--- src/sv/ddo_pkg.sv ---
// ----------------------------------------------------------------------------
// ddo_pkg
// Shared types, widths and constants of the differential drive odometry block.
// ----------------------------------------------------------------------------
`default_nettype none

package ddo_pkg;

  // register indexes of the configuration port
  localparam logic [1:0] REG_WHEEL_BASE = 2'd0;
  localparam logic [1:0] REG_THRESHOLD  = 2'd1;

  localparam int CFG_IW = 2;
  localparam int CFG_DW = 31;
  localparam int THR_W  = 16;
  localparam int POS_W  = 32;

  localparam logic [30:0] WB_RESET   = 31'd26870;
  localparam logic [15:0] THR_RESET  = 16'd66;
  localparam logic signed [31:0] HALF_WB_RESET = 32'sd13435;

  // serial unit widths
  localparam int MUL_AW = 44;
  localparam int MUL_BW = 33;
  localparam int MUL_PW = MUL_AW + MUL_BW;
  localparam int DIV_NW = 64;
  localparam int DIV_DW = 33;
  localparam int SQ_RW  = 31;
  localparam int COR_W  = 34;
  localparam int CS_W   = 19;
  localparam int PX_W   = 43;
  localparam int TX_W   = 44;

  localparam int CORDIC_STEPS_DEF = 16;

  localparam logic [DIV_DW-1:0] Q16_TWO_PI_DIV = 33'd411775;
  localparam logic [63:0] OFFSET_LIMIT = 64'd1099511627776;
  localparam logic signed [COR_W-1:0] CORDIC_GAIN = 34'sd652032874;

  // arctangent of 2^-k in Q2.30
  localparam logic [29:0] ATAN_TAB [0:31] = '{
    30'd843314856, 30'd497837829, 30'd263043836, 30'd133525158, 30'd67021686,
    30'd33543515, 30'd16775850, 30'd8388437, 30'd4194282, 30'd2097149,
    30'd1048575, 30'd524287, 30'd262143, 30'd131071, 30'd65535, 30'd32767,
    30'd16383, 30'd8191, 30'd4095, 30'd2047, 30'd1023, 30'd511, 30'd255,
    30'd127, 30'd63, 30'd31, 30'd15, 30'd8, 30'd4, 30'd2, 30'd1, 30'd0
  };

  typedef enum logic [4:0] {
    ST_IDLE,
    ST_DECIDE,
    ST_NORM,
    ST_SQX,
    ST_SQY,
    ST_ROOT,
    ST_DIVX,
    ST_DIVY,
    ST_MOVE,
    ST_OFS_MUL,
    ST_OFS_DIV,
    ST_TH_DIV,
    ST_MOD_DIV,
    ST_CORDIC,
    ST_ROT,
    ST_FINISH
  } ddo_state_e;

  function automatic logic signed [31:0] sat32(input logic signed [63:0] v);
    logic signed [31:0] r;
    if (v > 64'sd2147483647) r = 32'sh7fffffff;
    else if (v < -64'sd2147483648) r = 32'sh80000000;
    else r = v[31:0];
    return r;
  endfunction

endpackage

`default_nettype wire

--- src/sv/ddo_div.sv ---
// ----------------------------------------------------------------------------
// ddo_div
// Restoring divider, one quotient bit per cycle, unsigned.
// ----------------------------------------------------------------------------
`default_nettype none

module ddo_div (
  input  logic                        clk_i,
  input  logic                        rst_ni,
  input  logic                        start_i,
  input  logic [ddo_pkg::DIV_NW-1:0]  dividend_i,
  input  logic [ddo_pkg::DIV_DW-1:0]  divisor_i,
  output logic                        done_o,
  output logic [ddo_pkg::DIV_NW-1:0]  quot_o,
  output logic [ddo_pkg::DIV_DW-1:0]  rem_o
);
  import ddo_pkg::*;

  localparam int CntW = $clog2(DIV_NW + 1);

  logic [DIV_NW-1:0] n_q, n_d;
  logic [DIV_DW-1:0] rem_q, rem_d, d_q, d_d;
  logic [CntW-1:0]   cnt_q, cnt_d;
  logic              busy_q, busy_d, done_q, done_d;
  logic [DIV_DW:0]   sh, diffv;
  logic              qbit;

  always_comb begin
    sh     = {rem_q, n_q[DIV_NW-1]};
    diffv  = sh - {1'b0, d_q};
    qbit   = (sh >= {1'b0, d_q});
    n_d    = n_q;
    rem_d  = rem_q;
    d_d    = d_q;
    cnt_d  = cnt_q;
    busy_d = busy_q;
    done_d = 1'b0;
    if (busy_q) begin
      rem_d = qbit ? diffv[DIV_DW-1:0] : sh[DIV_DW-1:0];
      n_d   = {n_q[DIV_NW-2:0], qbit};
      cnt_d = cnt_q + CntW'(1);
      if (cnt_q == CntW'(DIV_NW - 1)) begin
        busy_d = 1'b0;
        done_d = 1'b1;
      end
    end else if (start_i) begin
      n_d    = dividend_i;
      d_d    = divisor_i;
      rem_d  = '0;
      cnt_d  = '0;
      busy_d = 1'b1;
    end
  end

  always_ff @(posedge clk_i) begin
    n_q   <= n_d;
    rem_q <= rem_d;
    d_q   <= d_d;
  end

  always_ff @(posedge clk_i or negedge rst_ni) begin
    if (!rst_ni) begin
      cnt_q  <= '0;
      busy_q <= 1'b0;
      done_q <= 1'b0;
    end else begin
      cnt_q  <= cnt_d;
      busy_q <= busy_d;
      done_q <= done_d;
    end
  end

  assign done_o = done_q;
  assign quot_o = n_q;
  assign rem_o  = rem_q;

endmodule

`default_nettype wire

--- config.mk ---
export PLATFORM = sky130hd
export DESIGN_NAME = ddo_div
export DESIGN_NICKNAME = d
export VERILOG_FILES = /design/src/sv/ddo_pkg.sv /design/src/sv/ddo_div.sv
export SDC_FILE = /design/constraint.sdc
export NUM_CORES = 1
export LEC_CHECK = 0
export BUFFER_PORTS_ARGS = -buffer_cell sky130_fd_sc_hd__buf_2
export CORE_MARGIN = 2
export CORE_UTILIZATION = 54
export DETAILED_ROUTE_END_ITERATION = 8
export GPL_TIMING_DRIVEN = 0
export PLACE_DENSITY = 0.82
export SLEW_MARGIN = 20
export SYNTH_ARGS = -nofsm -noshare
export SYNTH_HDL_FRONTEND = slang
export SYNTH_SLANG_ARGS = --single-unit
--- constraint.sdc ---
create_clock -name clk_i -period 4.31 [get_ports clk_i]
set_clock_uncertainty 0.2 [all_clocks]
set_input_delay 0.6465 -clock clk_i [delete_from_list [all_inputs] [get_ports clk_i]]
set_output_delay 0.6465 -clock clk_i [all_outputs]
set_load 0.02 [all_outputs]
==> results of run 1 <==
-- sequential cells by signal (all words and copies together), names as in the netlist --
signal,flops
quot_o,64
d_q,33
done_o,1
busy_q,1
cnt_q,7
rem_o,33
-- power by group through the flow --
stage | clock (mW) | sequential [mW] | combinational, mW
3_3_place_gp | 0 | 2.41 | 3.35
5_1_grt | 1.54 | 2.46 | 3.79
4_1_cts | 1.48 | 2.40 | 3.44
3_5_place_dp | 0 | 2.41 | 3.42
6_report | 1.46 | 2.40 | 3.44
2_1_floorplan | 0 | 2.86 | 2.03
-- logic make-up after synthesis --
group / after synthesis
AOI/OAI and AO/OA: 141
muxes: 84
DFF: 139
xor gates and xnor gates: 25
adders and majority gates: 35
and+or+nand+nor: 140
buffers and inverters: 75
-- cells in the final DEF (no fill, tap or decap), drive strengths merged, types with 3 or more instances in the layout --
master,instances
nand3,12
edfxtp,130
clkinv,4
o211ai,5
a31oi,5
nor2,45
nand2,38
xor2,10
nor4,3
and3,3
a21o,8
o21ai,30
nand4,8
o31ai,3
and2,3
inv,52
dfrtp,9
nor2b,6
a21oi,49
mux2i,20
nand2b,6
o22ai,4
mux2,64
buf,207
o21a,9
xnor2,15
o21bai,4
a211oi,8
clkbuf,39
ha,34
nor3,6
-- worst paths after layout --
| path | endpoint | slack (ps) | depth (start not counted) |
|---|---|---|---|
| min in group asynchronous | busy_q | 410 | 2 |
| min reg2reg | done_o | 250 | 1 |
| max | rem_o[12] | 690 | 14 |
| max in group asynchronous | cnt_q[5] | 3320 | 2 |
| min | d_q[4] | 200 | 1 |
| max reg2reg | rem_o[12] | 690 | 14 |
-- through the flow --
step	hold slack, ps	utilization	power (mW)	instances
2_1_floorplan	151	-	4.90	639
3_3_place_gp	237	0.638	5.75	1016
3_5_place_dp	243	0.641	5.83	1018
4_1_cts	181	0.684	7.32	1051
5_1_grt	180	0.684	7.79	1051
6_report	197	0.684	7.30	1051
-- layer usage --
| metal | up-vias | part of all wire |
|---|---|---|
| met2 | 215 | 0.50 |
| met5 | - | 0 |
| li1 | 2804 | - |
| met1 | 2723 | 0.41 |
| met4 | 0 | 0.015 |
| met3 | 18 | 0.071 |
-- worst max-delay path, stage by stage (launching register included) --
cell                        delay (ps)
sky130_fd_sc_hd__edfxtp_1          420
sky130_fd_sc_hd__inv_1              90
sky130_fd_sc_hd__ha_1              170
sky130_fd_sc_hd__inv_1              60
sky130_fd_sc_hd__fa_1              410
sky130_fd_sc_hd__a21o_1            220
sky130_fd_sc_hd__a221oi_2          560
sky130_fd_sc_hd__a2111oi_4         170
sky130_fd_sc_hd__nor2_2            220
sky130_fd_sc_hd__o211a_1           190
sky130_fd_sc_hd__buf_6             140
sky130_fd_sc_hd__nor2_8             80
sky130_fd_sc_hd__buf_6             190
sky130_fd_sc_hd__mux2i_1           150
sky130_fd_sc_hd__nor2_1             60
-- layout make-up --
cell class | instances | share of cell area
flip-flops and latches | 139 | 0.436
multi-input cells | 425 | 0.336
repair buffers | 200 | 0.109
clock buffers | 18 | 0.0453
well taps | 180 | 0.0238
inverters | 46 | 0.0182
clock inverters | 14 | 0.0168
plain buffers | 29 | 0.0141
==> flow_summary.rst, run 1 <==
.. list-table::
   :header-rows: 1

   * - Metric
     - Value
   * - Combinational share of power
     - 0.471
   * - Clock tree sinks
     - around 140
   * - Internal Power
     - between 4 and 5 mW
   * - Proportion of netlist area held by the largest area contributor
     - 0.513
   * - Clock tree from TritonCTS
     - done
   * - Synth top area cells
     - sky130_fd_sc_hd__edfxtp_1 (51%), sky130_fd_sc_hd__mux2_2 (9.5%), sky130_fd_sc_hd__ha_1 (5.6%)
   * - Type of the most critical hold path
     - input pin to register
   * - Routed Antenna Nets
     - 0
   * - Die area
     - 15,100 um^2
   * - Final period utilization
     - 0.840
   * - Critical path peak fanout
     - 10
   * - Clock buffers created by TritonCTS
     - 17
   * - Number of I/O port buffers
     - 197
   * - Placed inst area
     - around 8900 um^2
   * - Hold violation count in the final report
     - 0
   * - Share of cell area taken by muxes after synthesis
     - 0.121
   * - Maximum number of pins on one net before global-route repair
     - 40
   * - Core outline area
     - 13,800 um^2
   * - Dominant combinational cell family by area after synthesis
     - multiplexers
   * - Root Buffer
     - sky130_fd_sc_hd__clkbuf_16
   * - Compound-cell area share of the yosys netlist
     - 0.118
   * - Post-detail-place hpwl
     - ~13,000 um
   * - Worst Hold Launch
     - divisor_i[4]
   * - Cell with the most instances after synthesis
     - sky130_fd_sc_hd__edfxtp_1
   * - Clock transition time at the flip-flop clock pins of the worst setup and hold paths
     - roughly 60 ps
   * - Combined flip-flop and latch cell area
     - 4130 um^2
   * - Most used flip-flop cell after synthesis
     - sky130_fd_sc_hd__edfxtp_1
   * - Antenna violations before repair
     - 0
   * - Accumulated negative setup slack
     - 0 ps
   * - Basic-gate share of the synthesized area counting and, or, nand and nor cells
     - 0.0906
   * - Routed WL
     - 17,700 um
   * - Static power due to leakage
     - 4.13 nW
   * - EDFF count, synth
     - 130
   * - Synth cell count leaders
     - sky130_fd_sc_hd__edfxtp_1 (130), sky130_fd_sc_hd__mux2_2 (64), sky130_fd_sc_hd__a21oi_1 (49)
   * - Post-layout worst setup margin
     - 691 ps
   * - Global-route track usage on met3
     - 0.0757
   * - Global Route met2 Usage
     - 0.416
   * - Met1 track demand over resource
     - 0.290
   * - Power per unit of standard cell area
     - ~770 nW/um^2
   * - Post_cts resized
     - 0
   * - Residual overflow from global routing
     - 0
   * - Ratio of routed vias to standard cells
     - 5.48
   * - Category of the worst setup path capture point
     - register
   * - Status
     - completed
   * - Site Rows
     - 43
   * - Max-cap violations
     - 0
   * - Highest clock rate
     - approximately 280 MHz
   * - Synth Area in XOR/XNOR
     - 0.0288
   * - Die boundary height
     - 123 um
   * - Design Area, Final
     - roughly 9500 um^2
   * - Vias after detailed routing
     - 5,760
   * - Critical path class
     - register to register
   * - Avg WL per Cell
     - 16.9 um
   * - First-pass GRT wire length
     - ~28,000 um
   * - # H-tree levels
     - 4
   * - Number of iterations in the first detailed-routing pass
     - 5
   * - Area overhead of the layout relative to synthesis
     - 24.4%
   * - CTS Hold Bufs
     - 1
   * - Largest area contributor in the netlist
     - sky130_fd_sc_hd__edfxtp_1
   * - Sw Share
     - 0.401
   * - VDD IR-drop max
     - about 0.44 mV
   * - Critical path arrival
     - roughly 3600 ps
   * - Syn Std Cell Area
     - roughly 7600 um^2
   * - Clock insertion delay at the later pin of the skew report
     - 420 ps
   * - Combined area of the multi-input logic cells
     - 3180 um^2
   * - Share of synthesized flip-flops with an asynchronous set or reset
     - 0.0647
   * - All-Layer GR Usage
     - 0.242
   * - Critical path launch point type
     - register
   * - Start point of the critical path
     - quot_o[63]
   * - Number of global-route vias before repair
     - 5,728
   * - RSZ-0062 raised after global routing
     - no
   * - Synthesized instance count
     - 639
   * - Worst-margin pin slew
     - approximately 740 ps
   * - Total nets after synthesis
     - 774
   * - Placement Setup Slack
     - 718 ps
   * - Routability-driven placement congestion ratio
     - about 0.94
   * - RR Startpoint
     - quot_o[63]
   * - Number of failing setup endpoints in the final timing report
     - 0
   * - Register share of total power
     - 0.329
   * - I/O pin total
     - 198
   * - Worst slew margin relative to its limit
     - 0.507
   * - Sequential-to-total area share from yosys stat
     - 0.543
   * - Most Used Layer, Global Route
     - met2
   * - Synth Register Bits
     - 139
   * - Data required time at the worst endpoint
     - between 4000 and 5000 ps
   * - Diodes inserted
     - 0
   * - Synth unique cells
     - 60
   * - Post-synthesis area per instance
     - 11.9 um^2
   * - Iteration-0 DRC Markers
     - 320
   * - Share of layout cells above drive strength 1
     - 0.354
   * - Final critical delay including setup and external delays
     - about 3600 ps
   * - Number of buffers between clock root and the deepest sink
     - 2
   * - Fillcell total
     - 1,067
   * - Count of nets after finishing
     - 993
   * - Die width
     - about 120 um
   * - Buffers inserted during post-CTS setup optimization
     - 0
   * - Number of slew-limit violations in the final report
     - 0
   * - Yosys synthesis warning count
     - 0
   * - Area share of fa/ha/maj cells after synthesis
     - 0.0586
   * - Initial cell density of the core
     - 0.550
   * - # DRC
     - 0
   * - Part of the total power dissipated in the clock network
     - 0.200
   * - Switch Pwr
     - 2.93 mW
Power figures use the tool's default switching activity.
==> run 2, diff against run 1 <==
Settings changed: ABC_AREA from default to 1, CORE_UTILIZATION 54 to 55, PLACE_DENSITY 0.82 to 0.83.
Clock period 4.31 ns to 3.7 ns, I/O delays scaled along.
==> run 2 against run 1 <==
Via count is 26% higher; routed wire length is 20% higher; combinational power is 40% higher; highest routed layer unchanged.
==> flow_summary.rst, run 2 <==
.. list-table::
   :header-rows: 1

   * - Metric
     - Value
   * - Iteration-0 DRC Markers
     - 452 (was 320)
   * - Cell with the most instances after synthesis
     - sky130_fd_sc_hd__nand2_1 (was sky130_fd_sc_hd__edfxtp_1)
   * - Critical path class
     - register to register (unchanged)
   * - Area overhead of the layout relative to synthesis
     - 21.9% (was 24.4%)
   * - Die boundary height
     - 126 um (was 123 um)
   * - Most used flip-flop cell after synthesis
     - sky130_fd_sc_hd__edfxtp_1 (unchanged)
   * - Number of failing setup endpoints in the final timing report
     - 0 (unchanged)
   * - Site Rows
     - 44 (was 43)
   * - Worst slack on hold paths
     - 96.4 ps (was 197 ps)
   * - VDD IR-drop max
     - 0.546 mV (was 0.441 mV)
   * - Count of placed standard cells including taps
     - 1,408 (was 1,018)
   * - Critical path launch point type
     - register (unchanged)
   * - Share of layout cells above drive strength 1
     - 0.222 (was 0.354)
   * - Synth unique cells
     - 36 (was 60)
   * - Fillcell total
     - 1,196 (was 1,067)
   * - Syn Std Cell Area
     - 8250 um^2 (was 7610 um^2)
   * - RR Startpoint
     - quot_o[63] (unchanged)
   * - First-pass GRT wire length
     - 33,900 um (was 28,000 um)
   * - Maximum number of pins on one net before global-route repair
     - 59 (was 40)
   * - Count of nets after finishing
     - 1,379 (was 993)
   * - Number of buffers between clock root and the deepest sink
     - 2 (unchanged)
   * - Final design utilization
     - 0.689 (was 0.684)
   * - I/O pin total
     - 198 (unchanged)
   * - Clock tree sinks
     - 139 (unchanged)
   * - Clock buffers created by TritonCTS
     - 17 (unchanged)
   * - Synth top area cells
     - sky130_fd_sc_hd__edfxtp_1 (47%), sky130_fd_sc_hd__nand2_1 (18%), sky130_fd_sc_hd__inv_1 (6.1%) (was sky130_fd_sc_hd__edfxtp_1 (51%), sky130_fd_sc_hd__mux2_2 (9.5%), sky130_fd_sc_hd__ha_1 (5.6%))
   * - Final period utilization
     - 0.753 (was 0.840)
   * - Share of synthesized flip-flops with an asynchronous set or reset
     - 0.0647 (unchanged)
   * - Ratio of routed vias to standard cells
     - 5.04 (was 5.48)
   * - Routed Antenna Nets
     - 0 (unchanged)
   * - Largest register FFs
     - 64 (unchanged)
   * - Power per unit of standard cell area
     - 945 nW/um^2 (was 772 nW/um^2)
   * - Start point of the critical path
     - quot_o[63] (unchanged)
   * - Post-detail-place hpwl
     - 16,200 um (was 13,200 um)
   * - Number of I/O port buffers
     - 197 (unchanged)
   * - Routability-driven placement congestion ratio
     - 0.920 (was 0.942)
   * - Die area
     - 16,000 um^2 (was 15,100 um^2)
   * - RSZ-0062 raised after global routing
     - no (unchanged)
   * - Synthesized instance count
     - 1,026 (was 639)
   * - Number of global-route vias before repair
     - 6,990 (was 5,728)
   * - Root Buffer
     - sky130_fd_sc_hd__clkbuf_16 (unchanged)
   * - Largest area contributor in the netlist
     - sky130_fd_sc_hd__edfxtp_1 (unchanged)
   * - Final critical delay including setup and external delays
     - 2790 ps (was 3620 ps)
   * - Antenna violations before repair
     - 0 (unchanged)
   * - Critical path arrival
     - 2760 ps (was 3550 ps)
   * - Post-layout instance count excluding filler cells
     - 1,441 (was 1,051)
   * - Post-synthesis area per instance
     - 8.04 um^2 (was 11.9 um^2)
   * - Status
     - completed (unchanged)
   * - Worst Hold Launch
     - divisor_i[21] (was divisor_i[4])
   * - Synth cell count leaders
     - sky130_fd_sc_hd__nand2_1 (405), sky130_fd_sc_hd__inv_1 (134), sky130_fd_sc_hd__edfxtp_1 (130) (was sky130_fd_sc_hd__edfxtp_1 (130), sky130_fd_sc_hd__mux2_2 (64), sky130_fd_sc_hd__a21oi_1 (49))
   * - Avg WL per Cell
     - 14.7 um (was 16.9 um)
   * - Most common library cell in the layout ignoring fill and taps
     - sky130_fd_sc_hd__nand2_1 (was sky130_fd_sc_hd__buf_2)
   * - Residual overflow from global routing
     - 0 (unchanged)
   * - Diodes inserted
     - 0 (unchanged)
   * - Category of the worst setup path capture point
     - register (unchanged)
   * - Highest clock rate
     - 359 MHz (was 276 MHz)
   * - Most used cells in the layout excluding fill and tap cells
     - sky130_fd_sc_hd__nand2_1 (405), sky130_fd_sc_hd__buf_2 (201), sky130_fd_sc_hd__inv_1 (132) (was sky130_fd_sc_hd__buf_2 (199), sky130_fd_sc_hd__edfxtp_1 (130), sky130_fd_sc_hd__mux2_2 (64))
   * - Worst-margin pin slew
     - 817 ps (was 738 ps)
   * - EDFF count, synth
     - 130 (unchanged)
   * - Clock transition time at the flip-flop clock pins of the worst setup and hold paths
     - 60 ps (about the same)
   * - Total nets after synthesis
     - 1,161 (was 774)
   * - Initial cell density of the core
     - 0.566 (was 0.550)
   * - Core outline area
     - 14,600 um^2 (was 13,800 um^2)
   * - Type of the most critical hold path
     - input pin to register (unchanged)
   * - Hold violation count in the final report
     - 0 (unchanged)
   * - Data required time at the worst endpoint
     - 3670 ps (was 4240 ps)
   * - Vias after detailed routing
     - 7,257 (was 5,760)
   * - # DRC
     - 0 (unchanged)
   * - Max-cap violations
     - 0 (unchanged)
   * - Worst slew margin relative to its limit
     - 0.455 (was 0.507)
   * - Clock insertion delay at the later pin of the skew report
     - 430 ps (was 420 ps)
   * - Yosys synthesis warning count
     - 0 (unchanged)
   * - # H-tree levels
     - 4 (unchanged)
   * - Clock tree from TritonCTS
     - done (unchanged)
   * - Synth Register Bits
     - 139 (unchanged)
   * - Sequential-to-total area share from yosys stat
     - 0.500 (was 0.543)
   * - Proportion of netlist area held by the largest area contributor
     - 0.473 (was 0.513)
   * - Number of slew-limit violations in the final report
     - 0 (unchanged)
   * - Critical path peak fanout
     - 4 (was 10)
   * - Number of iterations in the first detailed-routing pass
     - 5 (unchanged)
   * - Routed WL
     - 21,200 um (was 17,700 um)
   * - Die width
     - 126 um (was 123 um)
   * - Static power due to leakage
     - 5.19 nW (was 4.13 nW)
   * - All-Layer GR Usage
     - 0.269 (was 0.242)
## run 2: cell types whose count changed in the layout (fill, tap and decap cells not counted), sizes merged, moves of 9 or more
cell   previous run  this run
a21oi            49        29
inv              52       143
mux2             64         0
mux2i            20         0
nand2            38       416
nand3            12        32
nor2             45       127
o21ai            30        39
xnor2            15         0
## run 2: cells by family (layout without fill, tap and decap cells)
group,count (synthesis),after routing,share of synthesized area
and+or+nand+nor,593,593,0.289
DFF,139,139,0.500
AOI/OAI and AO/OA,78,78,0.0560
adders and majority gates,35,35,0.0540
buffers and inverters,165,396,0.0833
xor gates and xnor gates,16,16,0.0170
## run 2: final timing paths
| path | end | slack [ps] | depth (start not counted) |
|---|---|---|---|
| setup / recovery | rem_o[28] | 910 | 16 |
| hold reg to reg | cnt_q[6] | 290 | 1 |
| min in group asynchronous | cnt_q[0] | 360 | 2 |
| setup reg to reg | rem_o[28] | 910 | 16 |
| hold / removal | d_q[21] | 100 | 1 |
| max in group asynchronous | cnt_q[2] | 2750 | 2 |
## run 2: final cells by class
cell class	count	area, um^2	share of cell area
inverters	140	531	0.0527
plain buffers	25	161	0.0160
flip-flops and latches	139	4130	0.410
repair buffers	199	1020	0.102
multi-input cells	722	3430	0.341
clock buffers	17	425	0.0423
clock inverters	15	124	0.0123
well taps	184	230	0.0229
## run 2: critical path, stage by stage, from the launching register on
cell and delay [ps]:
sky130_fd_sc_hd__edfxtp_1 480, sky130_fd_sc_hd__inv_1 100, sky130_fd_sc_hd__ha_1 150, sky130_fd_sc_hd__inv_1 80, sky130_fd_sc_hd__fa_1 430, sky130_fd_sc_hd__nand2_1 90, sky130_fd_sc_hd__nand2_1 60, sky130_fd_sc_hd__nand3_1 90
sky130_fd_sc_hd__nand2_1 140, sky130_fd_sc_hd__nand2_1 90, sky130_fd_sc_hd__nand2_1 180, sky130_fd_sc_hd__nand2_1 120, sky130_fd_sc_hd__nand2_1 90, sky130_fd_sc_hd__nand2_1 60, sky130_fd_sc_hd__nand2_1 50, sky130_fd_sc_hd__nor2_1 80
sky130_fd_sc_hd__nor2_1 40
## run 2: through the flow
stage          total power [mW]  worst slack (ps)  cell area, um^2  TNS (ps)
3_3_place_gp               7.75              -678             9470    -65270
6_report                   9.50               913            10100         0
4_1_cts                    9.50               945            10100         0
2_1_floorplan              6.46               441             8250         0
3_5_place_dp               7.86               958             9500         0
5_1_grt                    10.2               709            10100         0
## run 2: power breakdown
part	internal [mW]	total (mW)	switching (mW)	leakage [nW]
clock network	0.921	1.60	0.684	0.265
registers	2.63	3.07	0.437	1.42
logic	1.68	4.83	3.15	3.51
## run 2: repair_timing
| action | 4_1_cts | 5_1_grt |
|---|---|---|
| buffers inserted | 0 | 0 |
| resized for setup | 0 | 0 |
| endpoints found under the setup margin | 0 | 0 |
| hold buffers | 1 | 0 |
| hold endpoints to repair | 9 | 0 |
## run 2: layer usage
metal / part of all wire / routed length, um / vias to the layer above / track usage
li1: - / - / 3681 / -
met1: 0.42 / 8820 / 3288 / 0.332
met2: 0.50 / 10600 / 261 / 0.468
met3: 0.073 / 1560 / 27 / 0.0696
met4: 0.014 / 297 / 0 / 0.0776
met5: 0 / 0 / - / 0
==> run 3, diff against run 2 <==
Settings changed: ABC_AREA 1 to 0, CORE_UTILIZATION 55 to 54, PLACE_DENSITY 0.83 to 0.82.
Clock period 3.7 ns to 2.7 ns, I/O delays scaled along.
==> run 3 against run 2 <==
The flow now finishes with violations (negative setup slack); critical path type unchanged; register-to-register slack worse by 1500 ps; fmax down 14%; critical path depth decreased by 2; count of clock-buffer cells in the layout up 2; sequential share of layout area shrank 2.0 points; cell count fell by 23%; via count fell by 14%.
==> flow_summary.rst, run 3 (synthesized netlist as in run 1, its figures left out) <==
.. list-table::
   :header-rows: 1

   * - Metric
     - Value
   * - Status
     - finished, violations left (was completed)
   * - Violated checks
     - negative setup slack
   * - Design Area, Final
     - 10,600 um^2 (was 10,100 um^2)
   * - Diodes inserted
     - 0 (unchanged)
   * - Type of the most critical hold path
     - input pin to register (unchanged)
   * - Maximum number of pins on one net before global-route repair
     - 98 (was 59)
   * - Register share of total power
     - 0.294 (was 0.323)
   * - Clock tree from TritonCTS
     - done (unchanged)
   * - Root Buffer
     - sky130_fd_sc_hd__clkbuf_16 (unchanged)
   * - Hold worst-path end
     - quot_o[13] (was d_q[21])
   * - Most used cells in the layout excluding fill and tap cells
     - sky130_fd_sc_hd__buf_2 (198), sky130_fd_sc_hd__edfxtp_1 (130), sky130_fd_sc_hd__mux2_2 (64) (was sky130_fd_sc_hd__nand2_1 (405), sky130_fd_sc_hd__buf_2 (201), sky130_fd_sc_hd__inv_1 (132))
   * - Critical path peak fanout
     - 5 (was 4)
   * - Number of I/O port buffers
     - 197 (unchanged)
   * - Fillcell total
     - 845 (was 1,196)
   * - Cells on Worst Hold Path
     - 2 (was 1)
   * - First-pass GRT wire length
     - 30,600 um (was 33,900 um)
   * - Routed Antenna Nets
     - 0 (unchanged)
   * - Core outline area
     - 13,800 um^2 (was 14,600 um^2)
   * - Iteration-0 DRC Markers
     - 410 (was 452)
   * - Routed WL
     - 20,500 um (was 21,200 um)
   * - Clock transition time at the flip-flop clock pins of the worst setup and hold paths
     - 60 ps (about the same)
   * - Worst Hold Launch
     - dividend_i[13] (was divisor_i[21])
   * - Residual overflow from global routing
     - 0 (unchanged)
   * - Avg WL per Cell
     - 18.4 um (was 14.7 um)
   * - Number of slew-limit violations in the final report
     - 0 (unchanged)
   * - Number of buffers between clock root and the deepest sink
     - 2 (unchanged)
   * - Post-detail-place hpwl
     - 13,100 um (was 16,200 um)
   * - Final period utilization
     - 1.21 (was 0.753)
   * - Share of layout cells above drive strength 1
     - 0.434 (was 0.222)
   * - Ratio of routed vias to standard cells
     - 5.62 (was 5.04)
   * - Die boundary height
     - 123 um (was 126 um)
   * - Placed inst area
     - 8860 um^2 (was 9500 um^2)
   * - Hold violation count in the final report
     - 0 (unchanged)
   * - Internal Power
     - 7.95 mW (was 5.23 mW)
   * - Count of nets after finishing
     - 1,056 (was 1,379)
   * - Static power due to leakage
     - 4.50 nW (was 5.19 nW)
   * - Most common library cell in the layout ignoring fill and taps
     - sky130_fd_sc_hd__buf_2 (was sky130_fd_sc_hd__nand2_1)
   * - Combinational share of power
     - 0.526 (was 0.508)
   * - Worst slew margin relative to its limit
     - 0.494 (was 0.455)
   * - Clock buffers created by TritonCTS
     - 17 (unchanged)
   * - Switch Pwr
     - 5.30 mW (was 4.27 mW)
   * - Final critical delay including setup and external delays
     - 3260 ps (was 2790 ps)
   * - Number of cells on the worst reg-to-reg path
     - 14 (was 16)
   * - Site Rows
     - 43 (was 44)
   * - Number of failing setup endpoints in the final timing report
     - 34 (was 0)
   * - Post-layout worst setup margin
     - -556 ps (was 913 ps)
   * - Power per unit of standard cell area
     - 1250 nW/um^2 (was 945 nW/um^2)
   * - Highest clock rate
     - 307 MHz (was 359 MHz)
   * - Critical path class
     - register to register (unchanged)
   * - Worst-margin pin slew
     - 758 ps (was 817 ps)
   * - Clock tree sinks
     - 139 (unchanged)
   * - Die area
     - 15,100 um^2 (was 16,000 um^2)
   * - Die width
     - 123 um (was 126 um)
   * - Critical path arrival
     - 3210 ps (was 2760 ps)
   * - Routability-driven placement congestion ratio
     - 0.927 (was 0.920)
   * - VDD IR-drop max
     - 0.860 mV (was 0.546 mV)
   * - Number of global-route vias before repair
     - 6,336 (was 6,990)
   * - Initial cell density of the core
     - 0.550 (was 0.566)
   * - Placement Setup Slack
     - -765 ps (was 958 ps)
   * - Vias after detailed routing
     - 6,258 (was 7,257)
   * - Category of the worst setup path capture point
     - register (unchanged)
   * - Antenna violations before repair
     - 0 (unchanged)
   * - Capturing point of the worst reg2reg path
     - rem_o[18] (was rem_o[28])
   * - # DRC
     - 0 (unchanged)
   * - Number of iterations in the first detailed-routing pass
     - 5 (unchanged)
   * - R2R setup slack
     - -560 ps (was 910 ps)
   * - RR Startpoint
     - quot_o[63] (unchanged)
   * - Clock insertion delay at the later pin of the skew report
     - 430 ps (about the same)
   * - All-Layer GR Usage
     - 0.265 (was 0.269)
   * - RSZ-0062 raised after global routing
     - yes (was no)
   * - Sw Share
     - 0.400 (was 0.449)
   * - Largest register FFs
     - 64 (unchanged)
   * - Critical path launch point type
     - register (unchanged)
   * - Part of the total power dissipated in the clock network
     - 0.180 (was 0.169)
   * - # H-tree levels
     - 4 (unchanged)
   * - I/O pin total
     - 198 (unchanged)
   * - Area overhead of the layout relative to synthesis
     - 39.2% (was 21.9%)
   * - Data required time at the worst endpoint
     - 2650 ps (was 3670 ps)
   * - Max-cap violations
     - 0 (unchanged)
-- run 3: changes by cell type in the layout (fill, tap and decap cells not counted), moves of 11 or more --
cell                            change
sky130_fd_sc_hd__ha_4              +17
sky130_fd_sc_hd__o21ai_1           -16
sky130_fd_sc_hd__a21oi_1           +17
sky130_fd_sc_hd__nor2_1            -75
sky130_fd_sc_hd__ha_1              -22
sky130_fd_sc_hd__mux2i_1           +19
sky130_fd_sc_hd__nand2_1          -371
sky130_fd_sc_hd__nand3_1           -20
sky130_fd_sc_hd__buf_4             +32
sky130_fd_sc_hd__xnor2_1           +15
sky130_fd_sc_hd__inv_1             -89
sky130_fd_sc_hd__o21ai_0           +11
sky130_fd_sc_hd__mux2_2            +64
sky130_fd_sc_hd__dlygate4sd3_1     +34
-- run 3: worst max-delay path: stages (launching register included) --
cell	delay, ps
sky130_fd_sc_hd__edfxtp_1	410
sky130_fd_sc_hd__inv_1	80
sky130_fd_sc_hd__ha_2	180
sky130_fd_sc_hd__inv_2	40
sky130_fd_sc_hd__fa_2	360
sky130_fd_sc_hd__a21o_1	230
sky130_fd_sc_hd__a221oi_4	330
sky130_fd_sc_hd__a2111oi_4	150
sky130_fd_sc_hd__nor2_2	190
sky130_fd_sc_hd__o211a_1	180
sky130_fd_sc_hd__buf_6	140
sky130_fd_sc_hd__nor2_8	70
sky130_fd_sc_hd__buf_12	180
sky130_fd_sc_hd__mux2i_1	170
sky130_fd_sc_hd__nor2_1	70
-- run 3: final cells by class --
class,count,area (um^2),area share
flip-flops and latches,139,4130,0.390
clock inverters,13,151,0.0143
repair buffers,269,1660,0.157
multi-input cells,428,3660,0.346
inverters,46,173,0.0163
well taps,180,225,0.0213
clock buffers,19,453,0.0428
plain buffers,20,134,0.0126
-- run 3: power by group through the flow --
stage / Sequential, mW / Combinational [mW] / Clock (mW)
after floorplan: 4.57 / 3.29 / 0
after detailed placement: 3.85 / 5.54 / 0
after CTS: 3.87 / 6.32 / 2.42
after global routing: 3.99 / 7.47 / 2.48
final: 3.90 / 6.97 / 2.39
after global placement: 3.83 / 5.40 / 0
-- run 3: per-stage QoR --
stage / util / std cells / power [mW] / hold WS (ps) / setup TNS (ps)
final: 0.766 / 1114 / 13.3 / 70.5 / -16200
after global routing: 0.766 / 1114 / 13.9 / 64.0 / -19540
after CTS: 0.743 / 1102 / 12.6 / 57.7 / -13830
after detailed placement: 0.641 / 1016 / 9.38 / 64.8 / -22690
after global placement: 0.640 / 1016 / 9.23 / 61.1 / -106460
after floorplan: - / 639 / 7.87 / -90.6 / -12620
-- run 3: routing by layer --
| layer | vias to the layer above | global-route usage | wire [um] |
|---|---|---|---|
| met5 | - | 0 | 0 |
| met4 | 0 | 0.0884 | 467 |
| met3 | 48 | 0.0869 | 1490 |
| met2 | 262 | 0.473 | 10500 |
| met1 | 2998 | 0.298 | 8070 |
| li1 | 2950 | - | - |
-- run 3: how the worst max path moves through the flow --
stage / startpoint / end / slack, ps / cells after the start
detailed placement: rem_o[14] / rem_o[29] / -760 / 10
floorplan: quot_o[63] / rem_o[11] / -410 / 14
finish: quot_o[63] / rem_o[18] / -560 / 14
global route: quot_o[63] / rem_o[26] / -670 / 12
global placement: busy_q / quot_o[52] / -890 / 4
CTS: quot_o[63] / rem_o[26] / -470 / 12
-- run 3: what timing repair did --
action                                 in CTS  in global routing
hold buffers                               35                  0
buffers inserted                           27                  7
endpoints found under the hold margin      43                  0
pin swaps                                  12                 15
gates cloned                                1                  5
resized for setup                          49                 45
setup endpoints to repair                  34                131
